<file path="src/rtl/periodic_task_tick_scheduler_assert.svh">
// Assertion macros shared by the scheduler's RTL files.
`ifndef PERIODIC_TASK_TICK_SCHEDULER_ASSERT_SVH
`define PERIODIC_TASK_TICK_SCHEDULER_ASSERT_SVH

`ifndef SYNTHESIS

// Checks that a property holds at every clock edge outside reset.
`define PTS_ASSERT(label, clk, rst_n, prop) \
    label: assert property (@(posedge clk) disable iff (!rst_n) (prop)) \
        else $error("scheduler assertion failed");

// Checks that a consequent holds in the same cycle as its antecedent.
`define PTS_ASSERT_IMPL(label, clk, rst_n, ante, cons) \
    label: assert property (@(posedge clk) disable iff (!rst_n) (ante) |-> (cons)) \
        else $error("scheduler implication failed");

`else

`define PTS_ASSERT(label, clk, rst_n, prop)

`define PTS_ASSERT_IMPL(label, clk, rst_n, ante, cons)

`endif

`endif

</file>
<file path="src/rtl/pts_pkg.sv">
// Shared types, constants and helper functions of the periodic task tick scheduler.
package pts_pkg;

    // Table size and the widths that follow from it.
    localparam int MAX_SLOTS  = 16;
    localparam int SLOT_IDX_W = (MAX_SLOTS > 1) ? $clog2(MAX_SLOTS) : 1;
    localparam int CNT_W      = $clog2(MAX_SLOTS + 1);

    // Action codes of an input item.
    localparam logic [1:0] ACT_TICK  = 2'd0;
    localparam logic [1:0] ACT_ADD   = 2'd1;
    localparam logic [1:0] ACT_CLEAR = 2'd2;

    typedef logic [SLOT_IDX_W-1:0] slot_idx_t;
    typedef logic [CNT_W-1:0]      slot_cnt_t;

    // Input item.
    typedef struct packed {
        logic [1:0]  action;
        logic [31:0] period;
        logic        has_handler;
    } in_item_t;

    // Result item.
    typedef struct packed {
        logic [15:0] fired_mask;
        logic [31:0] tick_count;
        logic [4:0]  slot_count;
        logic        add_accepted;
    } out_item_t;

    // One entry of the slot table.
    typedef struct packed {
        logic [31:0] period;
        logic [31:0] counter;
        logic        has_handler;
    } slot_entry_t;

    // Access request from the sequencer to the slot memory.
    typedef struct packed {
        logic        rd_en;
        slot_idx_t   rd_idx;
        logic        wr_en;
        slot_idx_t   wr_idx;
        slot_entry_t wr_data;
    } mem_req_t;

    // Finished result handed from the sequencer to the output register.
    typedef struct packed {
        logic      valid;
        out_item_t item;
    } ctl_result_t;

    // Bit of the fired mask for a slot; slots from 16 on have no bit.
    function automatic logic [15:0] fired_bit(input slot_idx_t idx);
        logic [15:0] mask;
        logic [31:0] idx_wide;
        mask     = '0;
        idx_wide = {{(32 - SLOT_IDX_W){1'b0}}, idx};
        for (int j = 0; j < 16; j++) begin
            if (idx_wide == 32'(j)) begin
                mask[j] = 1'b1;
            end
        end
        return mask;
    endfunction

    // Low five bits of the fill count, as reported in a result.
    function automatic logic [4:0] to_slot_count(input slot_cnt_t cnt);
        logic [CNT_W+4:0] wide;
        wide = {5'b0, cnt};
        return wide[4:0];
    endfunction

endpackage

</file>
<file path="src/rtl/pts_slot_mem.sv">
// Slot table memory: one write port and one registered read port.
module pts_slot_mem
    import pts_pkg::*;
(
    input  logic        aclk,
    input  mem_req_t    mem_req,
    output slot_entry_t mem_rdata
);

    slot_entry_t mem [MAX_SLOTS];
    slot_entry_t rdata_reg;

    // Write port.
    always_ff @(posedge aclk) begin
        if (mem_req.wr_en) begin
            mem[mem_req.wr_idx] <= mem_req.wr_data;
        end
    end

    // Registered read port: the data follows in the cycle after the request.
    always_ff @(posedge aclk) begin
        if (mem_req.rd_en) begin
            rdata_reg <= mem[mem_req.rd_idx];
        end
    end

    assign mem_rdata = rdata_reg;

endmodule

</file>
<file path="src/rtl/pts_ctrl.sv">
// Sequencer of the scheduler: decodes items and walks the slot table on a tick.
`include "periodic_task_tick_scheduler_assert.svh"

module pts_ctrl
    import pts_pkg::*;
(
    input  logic        aclk,
    input  logic        aresetn,
    input  logic        s_valid,
    output logic        s_ready,
    input  in_item_t    s_item,
    output mem_req_t    mem_req,
    input  slot_entry_t mem_rdata,
    output ctl_result_t res,
    input  logic        res_ready
);

    typedef enum logic [2:0] {
        ST_IDLE = 3'b001,
        ST_SCAN = 3'b010,
        ST_DONE = 3'b100
    } state_t;

    state_t      state_reg, state_next;
    logic [31:0] ticks_reg, ticks_next;
    slot_cnt_t   filled_reg, filled_next;
    slot_cnt_t   scan_cnt_reg, scan_cnt_next;
    logic        rd_valid_reg, rd_valid_next;
    slot_idx_t   rd_idx_reg, rd_idx_next;
    logic [15:0] fired_reg, fired_next;
    logic        accepted_reg, accepted_next;

    logic        in_fire;
    logic        slot_fires;
    logic [31:0] reload_value;

    assign s_ready = (state_reg == ST_IDLE);
    assign in_fire = s_valid && s_ready;

    // Update of the slot that came back from memory this cycle.
    assign slot_fires   = mem_rdata.has_handler && (mem_rdata.counter == 32'd0);
    assign reload_value = slot_fires ? mem_rdata.period : mem_rdata.counter;

    // Next state, memory requests and result bookkeeping.
    always_comb begin
        state_next    = state_reg;
        ticks_next    = ticks_reg;
        filled_next   = filled_reg;
        scan_cnt_next = scan_cnt_reg;
        rd_valid_next = 1'b0;
        rd_idx_next   = rd_idx_reg;
        fired_next    = fired_reg;
        accepted_next = accepted_reg;
        mem_req       = '0;

        case (state_reg)
            ST_IDLE: begin
                if (in_fire) begin
                    fired_next    = '0;
                    accepted_next = 1'b0;
                    state_next    = ST_DONE;
                    case (s_item.action)
                        ACT_TICK: begin
                            ticks_next    = ticks_reg + 32'd1;
                            scan_cnt_next = '0;
                            state_next    = ST_SCAN;
                        end
                        ACT_ADD: begin
                            if (filled_reg < CNT_W'(MAX_SLOTS)) begin
                                mem_req.wr_en               = 1'b1;
                                mem_req.wr_idx              = filled_reg[SLOT_IDX_W-1:0];
                                mem_req.wr_data.period      = s_item.period;
                                mem_req.wr_data.counter     = s_item.period;
                                mem_req.wr_data.has_handler = s_item.has_handler;
                                filled_next                 = filled_reg + CNT_W'(1);
                                accepted_next               = 1'b1;
                            end
                        end
                        ACT_CLEAR: begin
                            filled_next = '0;
                        end
                        default: begin
                        end
                    endcase
                end
            end
            ST_SCAN: begin
                // Issue the read of the next filled slot.
                if (scan_cnt_reg < filled_reg) begin
                    mem_req.rd_en  = 1'b1;
                    mem_req.rd_idx = scan_cnt_reg[SLOT_IDX_W-1:0];
                    rd_idx_next    = scan_cnt_reg[SLOT_IDX_W-1:0];
                    rd_valid_next  = 1'b1;
                    scan_cnt_next  = scan_cnt_reg + CNT_W'(1);
                end
                // Write back the slot read in the previous cycle.
                if (rd_valid_reg) begin
                    mem_req.wr_en               = 1'b1;
                    mem_req.wr_idx              = rd_idx_reg;
                    mem_req.wr_data.period      = mem_rdata.period;
                    mem_req.wr_data.counter     = reload_value - 32'd1;
                    mem_req.wr_data.has_handler = mem_rdata.has_handler;
                    if (slot_fires) begin
                        fired_next = fired_reg | fired_bit(rd_idx_reg);
                    end
                end
                if ((scan_cnt_reg == filled_reg) && !rd_valid_reg) begin
                    state_next = ST_DONE;
                end
            end
            ST_DONE: begin
                if (res_ready) begin
                    state_next = ST_IDLE;
                end
            end
            default: begin
                state_next = ST_IDLE;
            end
        endcase
    end

    // Result offered to the output register.
    always_comb begin
        res.valid             = (state_reg == ST_DONE);
        res.item.fired_mask   = fired_reg;
        res.item.tick_count   = ticks_reg;
        res.item.slot_count   = to_slot_count(filled_reg);
        res.item.add_accepted = accepted_reg;
    end

    // Control state.
    always_ff @(posedge aclk) begin
        if (!aresetn) begin
            state_reg    <= ST_IDLE;
            ticks_reg    <= '0;
            filled_reg   <= '0;
            scan_cnt_reg <= '0;
            rd_valid_reg <= 1'b0;
        end else begin
            state_reg    <= state_next;
            ticks_reg    <= ticks_next;
            filled_reg   <= filled_next;
            scan_cnt_reg <= scan_cnt_next;
            rd_valid_reg <= rd_valid_next;
        end
    end

    // Result fields and the index of the slot in flight.
    always_ff @(posedge aclk) begin
        rd_idx_reg   <= rd_idx_next;
        fired_reg    <= fired_next;
        accepted_reg <= accepted_next;
    end

    // The slot being written back is never the one being read.
    `PTS_ASSERT_IMPL(a_no_rw_overlap, aclk, aresetn,
        mem_req.rd_en && mem_req.wr_en, mem_req.rd_idx != mem_req.wr_idx)

    // The fill count never passes the table size.
    `PTS_ASSERT(a_fill_bound, aclk, aresetn, filled_reg <= CNT_W'(MAX_SLOTS))

    // Returning read data is only expected during a table walk.
    `PTS_ASSERT_IMPL(a_rd_in_scan, aclk, aresetn, rd_valid_reg, state_reg == ST_SCAN)

    // The walk never reads past the filled part of the table.
    `PTS_ASSERT_IMPL(a_scan_bound, aclk, aresetn,
        state_reg == ST_SCAN, scan_cnt_reg <= filled_reg)

endmodule

</file>
<file path="src/rtl/periodic_task_tick_scheduler.sv">
// Top level of the periodic task tick scheduler with its output register.
//
// A table of MAX_SLOTS periodic task slots, kept in a single-port-read,
// single-port-write memory. An add, a clear or an unused action code passes
// from the idle state straight to the done state; the block accepts again
// once the result is taken into the output register. A tick item walks the
// filled slots through the memory's one read port, one slot per cycle, and
// writes each back after its read returns. Every item gives one
// result item, which is held in an output register so that the next item can
// be accepted while the result waits to be taken; while that register still
// holds an untaken result, the next result waits and the input stalls. The
// table needs no clearing pass after reset.
module periodic_task_tick_scheduler
    import pts_pkg::*;
(
    input  logic      aclk,
    input  logic      aresetn,
    input  logic      s_valid,
    output logic      s_ready,
    input  in_item_t  s_item,
    output logic      m_valid,
    input  logic      m_ready,
    output out_item_t m_item
);

    mem_req_t    mem_req;
    slot_entry_t mem_rdata;
    ctl_result_t res;
    logic        res_ready;
    logic        m_valid_reg;
    out_item_t   m_item_reg;

    pts_ctrl u_ctrl (
        .aclk      (aclk),
        .aresetn   (aresetn),
        .s_valid   (s_valid),
        .s_ready   (s_ready),
        .s_item    (s_item),
        .mem_req   (mem_req),
        .mem_rdata (mem_rdata),
        .res       (res),
        .res_ready (res_ready)
    );

    pts_slot_mem u_slot_mem (
        .aclk      (aclk),
        .mem_req   (mem_req),
        .mem_rdata (mem_rdata)
    );

    // The output register takes a new result when empty or being drained.
    assign res_ready = !m_valid_reg || m_ready;

    always_ff @(posedge aclk) begin
        if (!aresetn) begin
            m_valid_reg <= 1'b0;
        end else if (res.valid && res_ready) begin
            m_valid_reg <= 1'b1;
        end else if (m_ready) begin
            m_valid_reg <= 1'b0;
        end
    end

    always_ff @(posedge aclk) begin
        if (res.valid && res_ready) begin
            m_item_reg <= res.item;
        end
    end

    assign m_valid = m_valid_reg;
    assign m_item  = m_item_reg;

endmodule
</file>
<file path="config.mk">
export PLATFORM = sky130hd
export DESIGN_NAME = periodic_task_tick_scheduler
export DESIGN_NICKNAME = d
export VERILOG_FILES = /design/src/rtl/pts_pkg.sv /design/src/rtl/pts_slot_mem.sv /design/src/rtl/pts_ctrl.sv /design/src/rtl/periodic_task_tick_scheduler.sv
export VERILOG_INCLUDE_DIRS = /design/src /design/src/rtl
export SDC_FILE = /design/constraint.sdc
export NUM_CORES = 2
export LEC_CHECK = 0
export ABC_CLOCK_PERIOD_IN_PS = 7230
export BUFFER_PORTS_ARGS = -buffer_cell sky130_fd_sc_hd__buf_2
export CAP_MARGIN = 30
export CORE_MARGIN = 10
export CORE_UTILIZATION = 33
export CTS_CLUSTER_DIAMETER = 80
export DETAILED_ROUTE_END_ITERATION = 10
export GPL_ROUTABILITY_DRIVEN = 0
export HOLD_SLACK_MARGIN = 0.08
export SLEW_MARGIN = 15
export SYNTH_ARGS = -nofsm -noshare
export SYNTH_HDL_FRONTEND = slang
export SYNTH_SLANG_ARGS = --single-unit
</file>
<file path="constraint.sdc">
create_clock -name aclk -period 7.23 [get_ports aclk]
set_clock_uncertainty 0.1 [all_clocks]
set_input_delay 1.446 -clock aclk [delete_from_list [all_inputs] [get_ports aclk]]
set_output_delay 1.446 -clock aclk [all_outputs]
set_load 0.005 [all_outputs]
</file>
==> results by group <==
Outcome
  • Outcome: finished, final reports clean

Job
  • Max-capacitance violation count: 0

Logic synthesis
  • Synth Area per Inst: ~15 µm²
  • Mapped Cells: 3285
  • Post-Syn Area: 50400 µm²
  • Area share of the largest cell type after synthesis: 0.703
  • Top cells by area, synth: edfxtp_1 (70%), mux2i_1 (3.6%), mux4_2 (3.0%)
  • Yosys cell types: 74
  • Number of enable flip-flop cells after synthesis: 1180
  • YS warnings: 0
  • Mapped Nets: 3333
  • FFs w/ async S/R, synth: 0
  • Ys flop type: edfxtp_1
  • Synthesis-stage register bit count: ~1200
  • Sequential-to-total area share from yosys stat: 0.722
  • Synth area leader: edfxtp_1

Cells and area
  • Multi-input gate area: 13400 µm²
  • Non-filler cells in the finished layout: 5523
  • Final core utilization: 0.381
  • Sequential cell area: 36400 µm²
  • Max reg flops: about 1000
  • Area Growth Syn to Fin: 14.9%
  • Fill count: 14000
  • Layout net count: 3443
  • Layout cells sized above 1: 0.168

Clocking
  • CTS max path bufs: 3
  • PostCTS Resize Cnt: 0
  • Clk slew on worst S/H paths: ~0.06 ns
  • Worst skew pair latency: 0.77 ns
  • Hold_buf cts: 0
  • TritonCTS Buffers: 130
  • Root Buffer: clkbuf_16
  • H-tree depth: 4
  • # clock sinks: 1227
  • Post-CTS Repair Setup Buffers: 0
  • CTS tree: built

Detailed routing
  • DRC Markers: 0
  • Drt total wl: 141000 µm
  • Antenna-violating nets left: 0
  • Vias/cell: 5.52
  • Initial DRC Count: 3560
  • TritonRoute pass-1 iters: 6
  • Via Count: 30500
  • Routed length per instance: 25.5 µm

Global route
  • Initial antenna violation count: 3
  • Largest net degree at the start of global routing: 103
  • Total gr overflow: 0
  • Global-route wire length before repair: slightly above 200000 µm
  • Vias in the first global route: 29900
  • All-Layer GR Usage: 0.162

Floorplan
  • Height of the die: between 400 and 500 µm
  • Starting Density: 0.332
  • I/O pin cnt: 95
  • Core Region: 152000 µm²
  • Die X: between 400 and 500 µm
  • Die area: 169000 µm²
  • FP Rows: 143

Setup path
  • Worst EP arrival: 5.09 ns
  • Worst setup SP type: register
  • Required @ worst endpoint: 7.54 ns
  • Maximum fanout along the worst path: 16
  • Critical path class: reg2reg
  • Reg2reg setup slack: 2.46 ns
  • CP Capture Type: register
  • R2R depth: 12

STA
  • Min Tclk post-route: between 4 and 5 ns
  • Final setup violating endpoints: 0
  • Slew headroom: 0.281
  • Slew @ Worst Pin: 1.08 ns
  • RSZ-0062 raised after global routing: false
  • Hold Fails Final Rpt: 0
  • Setup TNS: 0 ns
  • FMAX: 210 MHz
  • Final worst-path cycle share: 0.660
  • Max Transition Viols Final: 0

Placed design
  • DP HPWL: 79900 µm
  • Dpl cells: 5289
  • PortBufs: 94

Worst hold path
  • Hold crit path type: reg2reg
  • Hold-critical path depth: 0

Pwr
  • LEAKAGE: 0.0185 µW
  • Maximum VDD drop: 0.228 mV
  • Total power: ~15000 µW
  • Pwr dens: roughly 260 nW/µm²
==> cells in the final DEF (no fill, tap or decap), drive strengths merged, types with 80 or more instances in the layout <==
cell	count
a21oi	140
a31oi	102
buf	193
clkbuf	162
edfxtp	1180
mux2	80
mux2i	181
nand2	161
nand3	85
nand3b	93
nor2	253
o21ai	109
==> worst max-delay path, stage by stage, from the launching register on <==
cell and delay, ns:
edfxtp_1 0.47, or4_4 0.62, or4_4 0.58, nor4_4 0.30, a21oi_1 0.18, ha_1 0.28
nor3b_1 0.24, nand2_1 0.14, nor2_1 0.08, a32oi_2 0.44, nor2_1 0.11, xor2_1 0.18
o21ai_1 0.69
==> routing by layer <==
| metal | GRT usage | vias up | routed length (µm) |
|---|---|---|---|
| met5 | 0 | - | 23 |
| met3 | 0.0416 | 274 | 13800 |
| met1 | 0.229 | 15500 | 60900 |
| met4 | 0.0533 | 4 | 3990 |
| li1 | - | 13200 | - |
| met2 | 0.243 | 1519 | 62200 |
==> cells by family after synthesis <==
group	Yosys count	synth area share
AO/OA/AOI/OAI	652	0.0872
buffers and inverters	234	0.0176
flip-flops	1227	0.722
XOR/XNOR	49	0.00851
AND/OR/NAND/NOR	785	0.0787
multiplexers	329	0.0842
adder cells (fa/ha/maj)	9	0.00223
==> synthesized netlist by cell type (all sizes together), types with 41 or more instances <==
cell type,count
dfxtp,47
a21oi,140
mux2,80
nand3b,93
a31oi,102
nand2,161
buf,41
edfxtp,1180
clkbuf,174
mux2i,181
o21ai,109
mux4,68
o2111ai,47
nand3,85
nor3,46
o21bai,44
nor2,253
==> power breakdown <==
part           switching, µW  leakage, µW  internal [µW]  total (µW)
Sequential              29.1       0.0117           7830        7860
Combinational            317      0.00477           92.1         410
Clock                   2770      0.00201           3750        6530
Total                   3120       0.0185          11700       14800
==> final cells by class <==
type	count	share of cell area
diodes	1	0.0000432
clock buffers	162	0.0593
clock inverters	67	0.0117
inverters	19	0.00130
multi-input cells	1824	0.231
flip-flops and latches	1227	0.628
well taps	2030	0.0439
repair buffers	193	0.0244
==> metrics by stage <==
step | area (µm²) | setup WS, ns | hold slack, ns
floorplan | 50400 | 1.52 | 0.300
global placement | 53700 | 2.16 | 0.321
detailed placement | 53800 | 2.22 | 0.305
CTS | 57900 | 2.44 | 0.318
global route | 57900 | 2.16 | 0.327
finish | 57900 | 2.46 | 0.317
==> worst paths after layout <==
| path | startpoint | endpoint |
|---|---|---|
| setup / recovery | u_slot_mem.mem_rdata[24] | u_slot_mem.mem[11][15] |
| hold / removal | u_ctrl.accepted_reg | m_item[0] |
| setup reg to reg | u_slot_mem.mem_rdata[24] | u_slot_mem.mem[11][15] |
| hold reg to reg | u_ctrl.accepted_reg | m_item[0] |
No activity file was read; power rests on OpenSTA's default activity.
